[src/design/lzss_pkg.sv]
`timescale 1ns / 1ps
// Shared types and constants for the LZSS byte decompressor.
// No dependencies.
package lzss_pkg;

  localparam int DEF_WINDOW_DEPTH = 4096;
  localparam int DEF_MAX_MATCH    = 15;

  localparam int LEN_W  = 24;
  localparam int DIST_W = 12;

  localparam logic [7:0] FLAG_MSB       = 8'h80;
  localparam logic [3:0] LEN_MASK       = 4'hF;
  localparam logic [3:0] FLAGS_PER_BYTE = 4'd8;

  typedef enum logic [2:0] {
    ST_IDLE,
    ST_MOD_Q,
    ST_MOD_R,
    ST_READ,
    ST_COPY
  } state_t;

  typedef struct packed {
    logic done;
    logic phase1;
    logic flags_empty;
    logic flag_msb;
    logic mlen_zero;
    logic prod_lt;
    logic slot_free;
    logic cnt_one;
  } dp_status_t;

  typedef struct packed {
    logic cfg_we;
    logic load_flag;
    logic lit;
    logic low;
    logic match;
    logic skip;
    logic err;
    logic clr;
    logic mod_q;
    logic mod_r;
    logic rd;
    logic cp;
  } dp_cmd_t;

endpackage

[src/design/lzss_ctrl.sv]
`timescale 1ns / 1ps
// Controller state machine: decodes each input transaction and sequences match copies.
// Depends on lzss_pkg.
module lzss_ctrl
  import lzss_pkg::*;
(
  input  logic       clk,
  input  logic       rst_n,
  input  logic       in_valid,
  input  logic       in_last,
  output logic       in_ready,
  input  logic       cfg_valid,
  output logic       cfg_ready,
  input  dp_status_t sts,
  output dp_cmd_t    cmd
);

  state_t state_r;
  state_t state_nxt;

  logic live;
  logic act_flag;
  logic act_lit;
  logic act_low;
  logic act_match;
  logic act_skip;

  assign live      = !sts.done;
  assign act_flag  = live && !sts.phase1 && sts.flags_empty;
  assign act_lit   = live && !sts.phase1 && !sts.flags_empty && sts.flag_msb;
  assign act_low   = live && !sts.phase1 && !sts.flags_empty && !sts.flag_msb;
  assign act_match = live && sts.phase1 && !sts.mlen_zero;
  assign act_skip  = live && sts.phase1 && sts.mlen_zero;

  always_ff @(posedge clk) begin
    if (!rst_n) begin
      state_r <= ST_IDLE;
    end else begin
      state_r <= state_nxt;
    end
  end

  always_comb begin
    cmd       = '0;
    state_nxt = state_r;
    in_ready  = 1'b0;
    cfg_ready = 1'b0;
    unique case (state_r)
      ST_IDLE: begin
        in_ready   = sts.slot_free;
        cfg_ready  = 1'b1;
        cmd.cfg_we = cfg_valid;
        if (in_valid && sts.slot_free) begin
          cmd.load_flag = act_flag;
          cmd.lit       = act_lit;
          cmd.low       = act_low;
          cmd.match     = act_match;
          cmd.skip      = act_skip;
          cmd.err       = in_last && sts.prod_lt && !act_lit && !act_match;
          cmd.clr       = in_last && !act_match;
          if (act_match) begin
            state_nxt = ST_MOD_Q;
          end
        end
      end
      ST_MOD_Q: begin
        cmd.mod_q = 1'b1;
        state_nxt = ST_MOD_R;
      end
      ST_MOD_R: begin
        cmd.mod_r = 1'b1;
        state_nxt = ST_READ;
      end
      ST_READ: begin
        cmd.rd    = 1'b1;
        state_nxt = ST_COPY;
      end
      ST_COPY: begin
        if (sts.slot_free) begin
          cmd.cp    = 1'b1;
          state_nxt = sts.cnt_one ? ST_IDLE : ST_READ;
        end
      end
      default: begin
        state_nxt = ST_IDLE;
      end
    endcase
  end

endmodule

[config.mk]
export PLATFORM = sky130hd
export DESIGN_NAME = lzss_ctrl
export DESIGN_NICKNAME = d
export VERILOG_FILES = /design/src/design/lzss_pkg.sv /design/src/design/lzss_ctrl.sv
export SDC_FILE = /design/constraint.sdc
export NUM_CORES = 1
export LEC_CHECK = 0
export ABC_AREA = 0
export BUFFER_PORTS_ARGS = -buffer_cell sky130_fd_sc_hd__buf_2
export CAP_MARGIN = 20
export CORE_AREA = 2 2 39 41
export DETAILED_ROUTE_END_ITERATION = 16
export DIE_AREA = 0 0 41 43
export GPL_TIMING_DRIVEN = 0
export PLACE_DENSITY = 0.58
export RECOVER_POWER = 25
export SYNTH_ARGS = -nofsm -noshare
export SYNTH_HDL_FRONTEND = slang
export SYNTH_SLANG_ARGS = --single-unit
[constraint.sdc]
create_clock -name clk -period 2.4 [get_ports clk]
set_input_delay 0.12 -clock clk [delete_from_list [all_inputs] [get_ports clk]]
set_output_delay 0.12 -clock clk [all_outputs]
set_load 0.02 [all_outputs]
==> impl_metrics.toml <==
[critical_path]
crit_path_cell_trace = "clkbuf_1 -> nor4b_4 -> nand2_4 -> nor4b_4 -> buf_2"
critPathMaxStageDelay_ns = 0.39
crit_path_end_kind = "output port"
cp_data_required_time_ns = 2.28
crit_arrival_ns = 1.67
crit_path_frequent_cell = "nor4b_4"
cp_slowest_cell = "nor4b_4"
cp_max_fo = 10
start_kind = "register"
timing_worst_setup_path_type = "register to output port"

[yosys]
synth-seq-area-share_pct = 16.2
syn_inst = 40
synth_most_common_cell = "nor2_1"
syn-cell-area_um2 = 372
yosysWarnings = 0
syn_nets = 53
synth_area_leaders = "nor4b_4 19%, dfxtp_1 16%, buf_6 6.1%, nor2_1 5.1%, nor4b_1 4.7%"
synth_edf_count = 0
synth_ff_type = "dfxtp_1"
synthTopCellsByCount = "5 x nor2_1, 3 x dfxtp_1, 3 x nor4b_4"
asyncSetResetFlopFracSynth_pct = 0
ys_types = 25
yosysTopAreaCell = "nor4b_4"
synth.ff_latch_count = 3
syn_area_per_cell_um2 = 9.29
netlist.area_leader.share_pct = 19.2

[power_and_ir_drop]
power_density_mw_per_mm2 = 358
internal_power_mw = 0.137
combinationalPowerShare_pct = 28.0
p_seq_share_pct = 26.5
clkPwrFrac_pct = 45.4
ir_drop_mv = 0.158
power_leakage_nw = 0.272
swShare_pct = 29.4
switching_power_mw = 0.0568

[floorplanning]
fp-row-count = 14
die_x_um = 41
start_util_pct = 26.9
die_h_um = 43
dieArea_mm2 = 0.00176
io_pins = 27
coreArea_mm2 = 0.00138

[timing]
rsz0062_at_grt = "no"
fin_setup_tns_ns = 0
setup_viol = 0
period_share_pct = 74.6
worst_pin_slew_ns = 0.412
period_minus_slack_ns = 1.79
drv_slew = 0
finClkSkew_ns = 0.00160
hold_viol_final = 0
relSlewSlack_pct = 72.5
finalWorstSetupSlack_ns = 0.611
fmax_mhz = 559

[clock_network]
clk_latency_ns = 0.23
clk_pin_slew_ns = 0.04
cts_hold_buf = 0
cts-root-buf = "clkbuf_4"
cts_buffers = 3
cts.path.max_buffers = 2
htreeDepth = 1
ctsResizeCount = 0
postCtsSetupRepairBufs = 0
cts_tree = "yes"
clock_sinks = 3

[cells_and_area]
drive_gt1_share_pct = 55.7
top_register = "state_r"
final_cells = 86
largest_reg_flops = 3
n_antenna_cell = 0
top_regs = "state_r x3"
fin_area_um2 = 539
syn_to_final_growth_pct = 45.1
num-nets-final = 84

[flow_run]
drv_cap = 0

[placed_design]
gp_congestion = 0.577
port_buffers = 26
dpl_cell_area_um2 = 522
place_inst = 82
dp_hpwl_um = 684
post-place-ws_ns = 0.949

[global_routing]
gr-usage-all-layers_pct = 10.6
overflow = 0
antenna_found_initial = 0
grt_pass1_wl_um = 1320
grt_pass1_vias = 350
grt_max_degree = 11

[route]
routed_wl_um = 826
drc = 0
via_per_inst = 4.55
first_iter_violations = 2
post_drt_wl_per_cell_um = 9.60
ant_nets = 0
first_pass_iters = 2
dr_total_vias = 391

[outcome]
status = "finished clean"

[min_path]
hp-class = "primary input to register"
## worst paths after layout
| kind | slack (ns) | startpoint | cells after the start | endpoint |
|---|---|---|---|---|
| setup / recovery | 0.61 | state_r[2] | 5 | cmd[9] |
| hold reg to reg | 0.65 | state_r[1] | 2 | state_r[0] |
| hold / removal | 0.14 | rst_n | 2 | state_r[2] |
| setup reg to reg | 1.13 | state_r[2] | 3 | state_r[0] |
## layout by cell type, fill, tap and decap left out
| cell | n |
|---|---|
| and4_2 | 1 |
| buf_6 | 1 |
| nor2_1 | 5 |
| buf_2 | 25 |
| clkbuf_2 | 1 |
| nand4bb_1 | 1 |
| dfxtp_1 | 3 |
| o31a_1 | 1 |
| o311a_2 | 1 |
| nor3b_1 | 2 |
| o21ai_0 | 1 |
| and2_1 | 1 |
| nor4b_4 | 3 |
| nor3_2 | 1 |
| inv_1 | 2 |
| nand2_1 | 2 |
| nor2b_1 | 2 |
| o41ai_1 | 1 |
| clkbuf_4 | 3 |
| nand2_4 | 1 |
| nand3b_1 | 1 |
| clkbuf_1 | 3 |
| nor4b_1 | 2 |
| or3b_1 | 1 |
| buf_4 | 1 |
| nor3_1 | 2 |
| o21a_1 | 1 |
| and3b_2 | 1 |
## critical path: cells and delay by family (launching register included)
| kind | cells | cell delay (ns) |
|---|---|---|
| buf+inv | 2 | 0.40 |
| flops | 1 | 0.30 |
| simple gates | 3 | 0.73 |
## per-stage QoR
stage          total power, mW  hold WS, ns  util [%]
2_1_floorplan           0.0841        0.238         -
3_3_place_gp             0.107        0.386      37.7
3_5_place_dp             0.107        0.375      37.7
4_1_cts                  0.198        0.134      39.6
5_1_grt                  0.204        0.145      39.0
6_report                 0.193        0.141      39.0
## routing by layer
layer  routed length [um]  GRT usage [%]  up-vias
li1                     -              -      207
met1                  360           12.4      159
met2                  352           15.9       25
met3                  113           3.66        0
met4                    0           6.00        0
met5                    0              0        -
## final cells by class
class | instances | area, um2
buffer | 4 | 27.5
clock buffer | 4 | 26.3
fill | 152 | 845
inverter | 2 | 7.51
multi-input combinational | 31 | 269
sequential | 3 | 60.1
tap | 16 | 20.0
timing repair buffer | 26 | 129
## cells by family (layout without fill, tap and decap cells)
group	Yosys count	after routing	share of synthesized area [%]
AND/OR/NAND/NOR	26	26	61.3
buffers and inverters	6	36	11.4
AO/OA/AOI/OAI	5	5	11.1
flip-flops	3	3	16.2
## power groups by stage
stage	sequential (mW)	clock (mW)	combinational, mW
2_1_floorplan	0.0521	0	0.0321
3_3_place_gp	0.0521	0	0.0549
3_5_place_dp	0.0521	0	0.0548
4_1_cts	0.0513	0.0917	0.0551
5_1_grt	0.0514	0.0935	0.0595
6_report	0.0513	0.0878	0.0542
Power figures use the tool's default switching activity.
